==> src/rtl/nrki_pkg.sv <==
`timescale 1ns / 1ps
`default_nettype none
// ----------------------------------------------------------------------------
// nrki_pkg
// Shared constants for the note ring with key index: opcodes and field widths.
// ----------------------------------------------------------------------------
package nrki_pkg;

  localparam int OPCODE_W   = 3;
  localparam int NUM_W      = 7;
  localparam int PHASE_W    = 3;
  localparam int NOTE_DATA_W = 32;
  localparam int OUT_SLOT_W = 5;
  localparam int KEY_COUNT  = 128;

  localparam logic [OPCODE_W-1:0] OP_WRITE   = 3'd0;
  localparam logic [OPCODE_W-1:0] OP_READ    = 3'd1;
  localparam logic [OPCODE_W-1:0] OP_REMOVE  = 3'd2;
  localparam logic [OPCODE_W-1:0] OP_FIND    = 3'd3;
  localparam logic [OPCODE_W-1:0] OP_CLEAR   = 3'd4;
  localparam logic [OPCODE_W-1:0] OP_RESTART = 3'd5;

  localparam logic [PHASE_W-1:0] END_PHASE_RESET = 3'd7;

  typedef logic [OPCODE_W-1:0] opcode_t;
  typedef logic [NUM_W-1:0]    note_num_t;
  typedef logic [PHASE_W-1:0]  phase_t;

endpackage : nrki_pkg
`default_nettype wire

==> src/rtl/nrki_ram.sv <==
`timescale 1ns / 1ps
`default_nettype none
// ----------------------------------------------------------------------------
// nrki_ram
// Simple dual-port synchronous RAM: one write port, one read port with a
// registered read. Read data holds when no read is issued.
// ----------------------------------------------------------------------------
module nrki_ram #(
  parameter int DEPTH = 17,
  parameter int WIDTH = 42,
  parameter int ADDR_W = (DEPTH > 1) ? $clog2(DEPTH) : 1
) (
  input  wire logic              clk,
  input  wire logic              wr_en,
  input  wire logic [ADDR_W-1:0] wr_addr,
  input  wire logic [WIDTH-1:0]  wr_data,
  input  wire logic              rd_en,
  input  wire logic [ADDR_W-1:0] rd_addr,
  output logic      [WIDTH-1:0]  rd_data
);

  logic [WIDTH-1:0] mem [DEPTH];
  logic [WIDTH-1:0] rd_data_r;

  always_ff @(posedge clk) begin
    if (wr_en) begin
      mem[wr_addr] <= wr_data;
    end
  end

  always_ff @(posedge clk) begin
    if (rd_en) begin
      rd_data_r <= mem[rd_addr];
    end
  end

  assign rd_data = rd_data_r;

endmodule : nrki_ram
`default_nettype wire

==> src/rtl/note_ring_with_key_index_top.sv <==
`timescale 1ns / 1ps
`default_nettype none
// ----------------------------------------------------------------------------
// note_ring_with_key_index_top
// Note FIFO for a voice engine: a ring of POLYPHONY+1 note slots with start,
// write and read cursors, plus a 128-entry key table mapping each note number
// to the slot of its newest write.
// ----------------------------------------------------------------------------
// Each transaction is accepted in the idle state. The note store and key
// table RAMs have registered reads: the accept cycle issues the reads, the
// execute state reads, modifies and writes back (find chains a table read
// into a store read and completes in the find state). One operation is
// in flight at a time; a result waiting in the output register does not block
// acceptance of the next transaction, only its completion. No clearing pass is
// needed after reset: key table entries carry valid flops that reset and the
// clear operation drop at once. end_phase may be written at any time the block
// is idle and applies to the next read.
// ----------------------------------------------------------------------------
module note_ring_with_key_index_top #(
  parameter int POLYPHONY = 16,
  parameter int DATA_BITS = 32
) (
  input  wire logic        clk,
  input  wire logic        rst_n,
  input  wire logic        cfg_wr_en,
  input  wire logic [2:0]  cfg_wr_data,
  input  wire logic        in_valid,
  output logic             in_stall,
  input  wire logic [2:0]  in_opcode,
  input  wire logic [6:0]  in_note_num,
  input  wire logic [2:0]  in_note_phase,
  input  wire logic [31:0] in_note_data,
  output logic             out_valid,
  input  wire logic        out_stall,
  output logic             out_ok,
  output logic [4:0]       out_slot,
  output logic [6:0]       out_num,
  output logic [2:0]       out_phase,
  output logic [31:0]      out_data
);

  localparam int RING_SLOTS = POLYPHONY + 1;
  localparam int SLOT_W     = $clog2(RING_SLOTS);
  localparam int ENTRY_W    = nrki_pkg::NUM_W + nrki_pkg::PHASE_W + DATA_BITS;
  localparam int KEY_AW     = $clog2(nrki_pkg::KEY_COUNT);

  localparam logic [1:0] ST_IDLE = 2'd0;
  localparam logic [1:0] ST_EXEC = 2'd1;
  localparam logic [1:0] ST_FIND = 2'd2;

  localparam logic [SLOT_W-1:0] SLOT_LAST = SLOT_W'(POLYPHONY);
  localparam logic [SLOT_W-1:0] SLOT_ONE  = SLOT_W'(1);

  function automatic logic [SLOT_W-1:0] next_slot(input logic [SLOT_W-1:0] s);
    logic [SLOT_W-1:0] r;
    r = (s == SLOT_LAST) ? '0 : SLOT_W'(s + 1'b1);
    return r;
  endfunction

  // control state
  logic [1:0]                 state_r, state_nxt;
  logic [SLOT_W-1:0]          start_r, start_nxt;
  logic [SLOT_W-1:0]          wr_cur_r, wr_cur_nxt;
  logic [SLOT_W-1:0]          rd_cur_r, rd_cur_nxt;
  logic [nrki_pkg::KEY_COUNT-1:0] key_valid_r, key_valid_nxt;
  nrki_pkg::phase_t           end_phase_r;

  // latched transaction
  nrki_pkg::opcode_t          op_r;
  nrki_pkg::note_num_t        num_r;
  nrki_pkg::phase_t           phase_r;
  logic [DATA_BITS-1:0]       data_r;

  // result register
  logic                       out_valid_r, out_valid_nxt;
  logic                       res_ok_r, res_ok_nxt;
  logic [4:0]                 res_slot_r, res_slot_nxt;
  nrki_pkg::note_num_t        res_num_r, res_num_nxt;
  nrki_pkg::phase_t           res_phase_r, res_phase_nxt;
  logic [31:0]                res_data_r, res_data_nxt;

  // memory ports
  logic                       store_we, store_re;
  logic [SLOT_W-1:0]          store_waddr, store_raddr;
  logic [ENTRY_W-1:0]         store_wdata, store_rdata;
  logic                       key_we;
  logic [SLOT_W-1:0]          key_rdata;

  logic                       in_acc, out_free, done;
  logic                       empty, full, read_ok;
  nrki_pkg::note_num_t        e_num;
  nrki_pkg::phase_t           e_phase, stamped_phase;
  logic [DATA_BITS-1:0]       e_data;
  logic [SLOT_W-1:0]          rd_next;

  assign in_stall = (state_r != ST_IDLE);
  assign in_acc   = in_valid && !in_stall;
  assign out_free = !out_valid_r || !out_stall;
  assign done     = out_free &&
                    (((state_r == ST_EXEC) && (op_r != nrki_pkg::OP_FIND)) ||
                     (state_r == ST_FIND));

  assign {e_num, e_phase, e_data} = store_rdata;
  assign empty   = (start_r == wr_cur_r);
  assign full    = (next_slot(wr_cur_r) == start_r);
  assign rd_next = next_slot(rd_cur_r);
  assign read_ok = !empty && (rd_next != wr_cur_r);
  assign stamped_phase = key_valid_r[e_num] ? e_phase : end_phase_r;

  // read issue: store at accept (read/remove) or after the table read (find)
  always_comb begin
    store_re    = 1'b0;
    store_raddr = start_r;
    if (in_acc) begin
      store_re    = 1'b1;
      store_raddr = (in_opcode == nrki_pkg::OP_READ) ? rd_next : start_r;
    end else if ((state_r == ST_EXEC) && (op_r == nrki_pkg::OP_FIND)) begin
      store_re    = 1'b1;
      store_raddr = key_rdata;
    end
  end

  always_comb begin
    state_nxt     = state_r;
    start_nxt     = start_r;
    wr_cur_nxt    = wr_cur_r;
    rd_cur_nxt    = rd_cur_r;
    key_valid_nxt = key_valid_r;
    store_we      = 1'b0;
    store_waddr   = wr_cur_r;
    store_wdata   = {num_r, phase_r, data_r};
    key_we        = 1'b0;
    res_ok_nxt    = 1'b0;
    res_slot_nxt  = '0;
    res_num_nxt   = '0;
    res_phase_nxt = '0;
    res_data_nxt  = '0;

    case (state_r)
      ST_IDLE: begin
        if (in_acc) begin
          state_nxt = ST_EXEC;
        end
      end
      ST_EXEC: begin
        if (op_r == nrki_pkg::OP_FIND) begin
          state_nxt = ST_FIND;
        end else if (done) begin
          state_nxt = ST_IDLE;
        end
      end
      ST_FIND: begin
        if (done) begin
          state_nxt = ST_IDLE;
        end
      end
      default: begin
        state_nxt = ST_IDLE;
      end
    endcase

    if (done) begin
      case (op_r)
        nrki_pkg::OP_WRITE: begin
          if (!full) begin
            store_we           = 1'b1;
            key_we             = 1'b1;
            key_valid_nxt[num_r] = 1'b1;
            wr_cur_nxt         = next_slot(wr_cur_r);
            res_ok_nxt         = 1'b1;
            res_slot_nxt       = 5'(wr_cur_r);
            res_num_nxt        = num_r;
            res_phase_nxt      = phase_r;
            res_data_nxt       = 32'(data_r);
          end
        end
        nrki_pkg::OP_READ: begin
          if (read_ok) begin
            // write back the entry, stamped with the end phase if its key is released
            store_we      = 1'b1;
            store_waddr   = rd_next;
            store_wdata   = {e_num, stamped_phase, e_data};
            rd_cur_nxt    = rd_next;
            res_ok_nxt    = 1'b1;
            res_slot_nxt  = 5'(rd_next);
            res_num_nxt   = e_num;
            res_phase_nxt = stamped_phase;
            res_data_nxt  = 32'(e_data);
          end
        end
        nrki_pkg::OP_REMOVE: begin
          if (!empty) begin
            key_valid_nxt[e_num] = 1'b0;
            start_nxt     = next_slot(start_r);
            res_ok_nxt    = 1'b1;
            res_slot_nxt  = 5'(start_r);
            res_num_nxt   = e_num;
            res_phase_nxt = e_phase;
            res_data_nxt  = 32'(e_data);
          end
        end
        nrki_pkg::OP_FIND: begin
          if (!empty && key_valid_r[num_r]) begin
            res_ok_nxt    = 1'b1;
            res_slot_nxt  = 5'(key_rdata);
            res_num_nxt   = e_num;
            res_phase_nxt = e_phase;
            res_data_nxt  = 32'(e_data);
          end
        end
        nrki_pkg::OP_CLEAR: begin
          start_nxt     = SLOT_ONE;
          wr_cur_nxt    = SLOT_ONE;
          rd_cur_nxt    = '0;
          key_valid_nxt = '0;
          res_ok_nxt    = 1'b1;
        end
        nrki_pkg::OP_RESTART: begin
          rd_cur_nxt = (start_r == '0) ? SLOT_LAST : SLOT_W'(start_r - 1'b1);
          res_ok_nxt = 1'b1;
        end
        default: begin
          res_ok_nxt = 1'b0;
        end
      endcase
    end
  end

  always_comb begin
    if (done) begin
      out_valid_nxt = 1'b1;
    end else if (!out_stall) begin
      out_valid_nxt = 1'b0;
    end else begin
      out_valid_nxt = out_valid_r;
    end
  end

  always_ff @(posedge clk) begin
    if (!rst_n) begin
      state_r     <= ST_IDLE;
      start_r     <= SLOT_ONE;
      wr_cur_r    <= SLOT_ONE;
      rd_cur_r    <= '0;
      key_valid_r <= '0;
      end_phase_r <= nrki_pkg::END_PHASE_RESET;
      out_valid_r <= 1'b0;
    end else begin
      state_r     <= state_nxt;
      start_r     <= start_nxt;
      wr_cur_r    <= wr_cur_nxt;
      rd_cur_r    <= rd_cur_nxt;
      key_valid_r <= key_valid_nxt;
      out_valid_r <= out_valid_nxt;
      if (cfg_wr_en) begin
        end_phase_r <= cfg_wr_data;
      end
    end
  end

  // payload registers
  always_ff @(posedge clk) begin
    if (in_acc) begin
      op_r    <= in_opcode;
      num_r   <= in_note_num;
      phase_r <= in_note_phase;
      data_r  <= DATA_BITS'(in_note_data);
    end
    if (done) begin
      res_ok_r    <= res_ok_nxt;
      res_slot_r  <= res_slot_nxt;
      res_num_r   <= res_num_nxt;
      res_phase_r <= res_phase_nxt;
      res_data_r  <= res_data_nxt;
    end
  end

  nrki_ram #(
    .DEPTH  (RING_SLOTS),
    .WIDTH  (ENTRY_W),
    .ADDR_W (SLOT_W)
  ) u_note_store (
    .clk     (clk),
    .wr_en   (store_we),
    .wr_addr (store_waddr),
    .wr_data (store_wdata),
    .rd_en   (store_re),
    .rd_addr (store_raddr),
    .rd_data (store_rdata)
  );

  nrki_ram #(
    .DEPTH  (nrki_pkg::KEY_COUNT),
    .WIDTH  (SLOT_W),
    .ADDR_W (KEY_AW)
  ) u_key_table (
    .clk     (clk),
    .wr_en   (key_we),
    .wr_addr (num_r),
    .wr_data (wr_cur_r),
    .rd_en   (in_acc),
    .rd_addr (in_note_num),
    .rd_data (key_rdata)
  );

  assign out_valid = out_valid_r;
  assign out_ok    = res_ok_r;
  assign out_slot  = res_slot_r;
  assign out_num   = res_num_r;
  assign out_phase = res_phase_r;
  assign out_data  = res_data_r;

endmodule : note_ring_with_key_index_top
`default_nettype wire

==> config.mk <==
export PLATFORM = sky130hd
export DESIGN_NAME = note_ring_with_key_index_top
export DESIGN_NICKNAME = d
export VERILOG_FILES = /design/src/rtl/nrki_pkg.sv /design/src/rtl/nrki_ram.sv /design/src/rtl/note_ring_with_key_index_top.sv
export SDC_FILE = /design/constraint.sdc
export NUM_CORES = 2
export LEC_CHECK = 0
export ABC_CLOCK_PERIOD_IN_PS = 13300
export BUFFER_PORTS_ARGS = -buffer_cell sky130_fd_sc_hd__buf_2
export CAP_MARGIN = 5
export CORE_UTILIZATION = 37
export CTS_CLUSTER_DIAMETER = 200
export DETAILED_ROUTE_END_ITERATION = 16
export MAX_ROUTING_LAYER = met4
export PLACE_DENSITY_LB_ADDON = 0.3
export SLEW_MARGIN = 20
export SYNTH_ARGS = -nofsm -noshare
export SYNTH_HDL_FRONTEND = slang
export SYNTH_SLANG_ARGS = --single-unit
export TNS_END_PERCENT = 100
==> constraint.sdc <==
create_clock -name clk -period 13.3 [get_ports clk]
set_input_delay 1.33 -clock clk [delete_from_list [all_inputs] [get_ports clk]]
set_output_delay 1.33 -clock clk [all_outputs]
set_load 0.1 [all_outputs]
==> results.cfg <==
[outcome]
status = finished, final reports clean

[sta]
hold_violations = 0
max-slew-margin-rel_pct = 13.29
final_clock_skew_ps = 37.83
rsz0062_at_grt = no
final_max_slew_viol_count = 0
final.min_clock_period_ps = 5753
final.setup.tns_ps = 0
timing_worst_slew_pin_value_ps = 1287
report.final.setup_viol = 0
highest_clock_rate_ghz = 0.1738
layout_worst_path_cycle_share_pct = 43.25

[logic_synthesis]
yosys_warnings = 0
synth-seq-area-share_pct = 70.01
synth.top_cells.by_area = edfxtp_1 66%, mux4_2 8.0%, dfxtp_1 4.4%
synth_ff_type = edfxtp_1
mappedNetlistNets = 4531
netlist_area_um2 = 68340
number_of_standard_cells_after_synthesis = 4472
synth_seq_cells = 1643
yosys.area.top_type_share_pct = 65.65
postSynthAreaPerCell_um2 = 15.28
async_set_or_reset_flop_fraction_in_the_synthesized_netlist_pct = 0
synth_enable_flop_cells = 1494
synth_top_area_cell = edfxtp_1
netlist-cell-type-count = 83

[clock_network]
cts_hold_repair.buffers = 0
clock_latency_ps = 810
cts_root_buf = clkbuf_16
cts.sinks = 1643
cts.reportedPaths.clkPinSlew_ps = 60
cts_tree = yes
clockBufferDepth = 3
post_cts.repair.setup_buffers = 0
resize_count_post_cts = 0
cts_max_level = 4
cts_inserted_buffers = 171

[die]
core_area_um2 = 183300
chipWidth_um = 431.8
die_h_um = 431.8
initial_core_util_pct = 37.29
boundaryPins = 103
fp.dieArea_um2 = 186400
core.rowCount = 157

[place]
post-place-cells = 6852
number_of_input_and_output_port_buffers_inserted = 102
globalplace.congestion = 0.9001
place.detailed.hpwl_um = 107100

[power]
vdd.ir_drop.worst_v = 0.0001016
leakagePower_nw = 25.62
pwr_density_cell_nw_per_um2 = 143.8
total_power_w = 0.01120

[route]
post_drt_via_cell_ratio = 5.742
postRouteWirelength_um = 186400
wl_per_cell_um = 25.98
drc = 0
drt_iter0_drc = 4402
num_vias = 41200
antenna_left = 0
drt_pre_antenna_iters = 6

[global_route]
grt_antenna_before_repair = 6
global_route.usage.total_pct = 20.31
largest_net_degree_at_the_start_of_global_routing = 160
first_pass_grt_wire_length_um = 273000
number_of_global_route_vias_before_repair = 40120
globalRoute.totalOverflow = 0

[run]
cap_violations = 0

[hold_path]
worstHoldPathType = register to register

[worst_setup_path]
arrival_ps = 6180
critPathRequiredTime_ps = 13720
critical_path_peak_fanout = 75
critical_path_capture_point_type = register
worst_setup_path_start_kind = register
crit_type = register to register

[finish]
syn_to_final_growth_pct = 13.93
final_net_count = 4621
layout-drive-gt1-share_pct = 17.48
finish.cell_count_without_fillers = 7175
==> report_power, final <==
group | internal, W | switching (W)
combinational | 0.000190 | 0.000445
sequential | 0.00565 | 0.0000494
clock | 0.00283 | 0.00204
==> Yosys cell counts, drive strengths merged, types with 6 or more instances <==
cell type  instances
mux2              14
nand3            170
dfxtp            149
mux4             244
buf              103
nor3b              8
o21ai            226
o211ai            12
a221oi            34
a22oi             53
and3              11
a311oi            84
nand2b            14
or3                9
xnor2             13
a211oi           103
nor2              89
o221ai             7
nor4b             44
nor4bb             6
nor4              26
xor2               6
mux2i            272
and3b             11
o22ai             49
nand2            412
a21oi            278
a221o             10
nor3              26
edfxtp          1494
inv              190
clkbuf           223
ha                 6
nor2b             15
==> metrics by stage <==
step / hold WS [ps] / utilization (%) / setup WS (ps) / area, um2
floorplan: 459.4 / - / 4742 / 68340
detailed placement: 481.8 / 39.34 / 7312 / 72110
global route: 510.4 / 42.48 / 7212 / 77850
CTS: 490.8 / 42.46 / 7585 / 77810
global placement: 475.7 / 39.32 / 7266 / 72060
finish: 492.5 / 42.48 / 7547 / 77860
==> flip-flops by register name, summed over array words and instances (netlist names) <==
signal	cells
phase_r	3
wr_cur_r	5
out_num	7
u_note_store.rd_data	42
u_note_store.mem	714
start_r	5
out_slot	5
data_r	32
op_r	3
u_key_table.mem	640
state_r	2
out_valid	1
out_data	32
rd_cur_r	5
u_key_table.rd_data	5
out_ok	1
num_r	7
out_phase	3
end_phase_r	3
key_valid_r	128
==> cell type report <==
| class | instances | area, um2 |
|---|---|---|
| antenna | 4 | 10.01 |
| sequential | 1643 | 47860 |
| fill | 16370 | 105400 |
| timing repair buffer | 243 | 1642 |
| clock buffer | 211 | 4544 |
| clock inverter | 107 | 1161 |
| inverter | 192 | 725.7 |
| tap | 2464 | 3083 |
| multi-input combinational | 2311 | 18830 |
==> placed cells by master, fill, tap and decap left out, drive strengths merged, types with 89 or more instances in the layout <==
cell       n
nand3    170
nor2      89
o21ai    226
buf      243
clkbuf   211
mux2i    272
a211oi   103
edfxtp  1494
mux4     244
inv      194
nand2    412
dfxtp    149
a21oi    278
==> final timing paths <==
path / start / endpoint / slack [ps] / cells past startpoint
worst max-delay path: wr_cur_r[1] / u_note_store.mem[1][13] / 7550 / 13
worst min-delay path: key_valid_r[95] / key_valid_r[95] / 490 / 2
worst max register to register: wr_cur_r[1] / u_note_store.mem[1][13] / 7550 / 13
worst min register to register: key_valid_r[95] / key_valid_r[95] / 490 / 2
==> kinds of logic after synthesis <==
| logic type | synth area share (%) |
|---|---|
| DFF | 70.01 |
| buffers and inverters | 3.037 |
| xor gates and xnor gates | 0.2435 |
| adders and majority gates | 0.1099 |
| AOI/OAI and AO/OA | 8.338 |
| and+or+nand+nor | 6.002 |
| muxes | 12.26 |
==> per-layer routing <==
metal	global-route usage (%)	vias to the layer above	wire length, um
met2	30.69	1928	85430
met4	8.342	0	8049
li1	-	17770	-
met5	-	-	0
met1	27.25	21070	78200
met3	3.438	433	14760
==> critical path, stage by stage, from the launching register on <==
cell      delay, ps
dfxtp_4         880
buf_4           670
inv_1           170
ha_1            260
and3b_1         190
or3_1           310
a21oi_1         210
a211oi_2         60
buf_4           210
nor2_4          100
buf_4           630
o21ai_2         460
nor4_2          370
buf_4           670
Power figures use the tool's default switching activity.
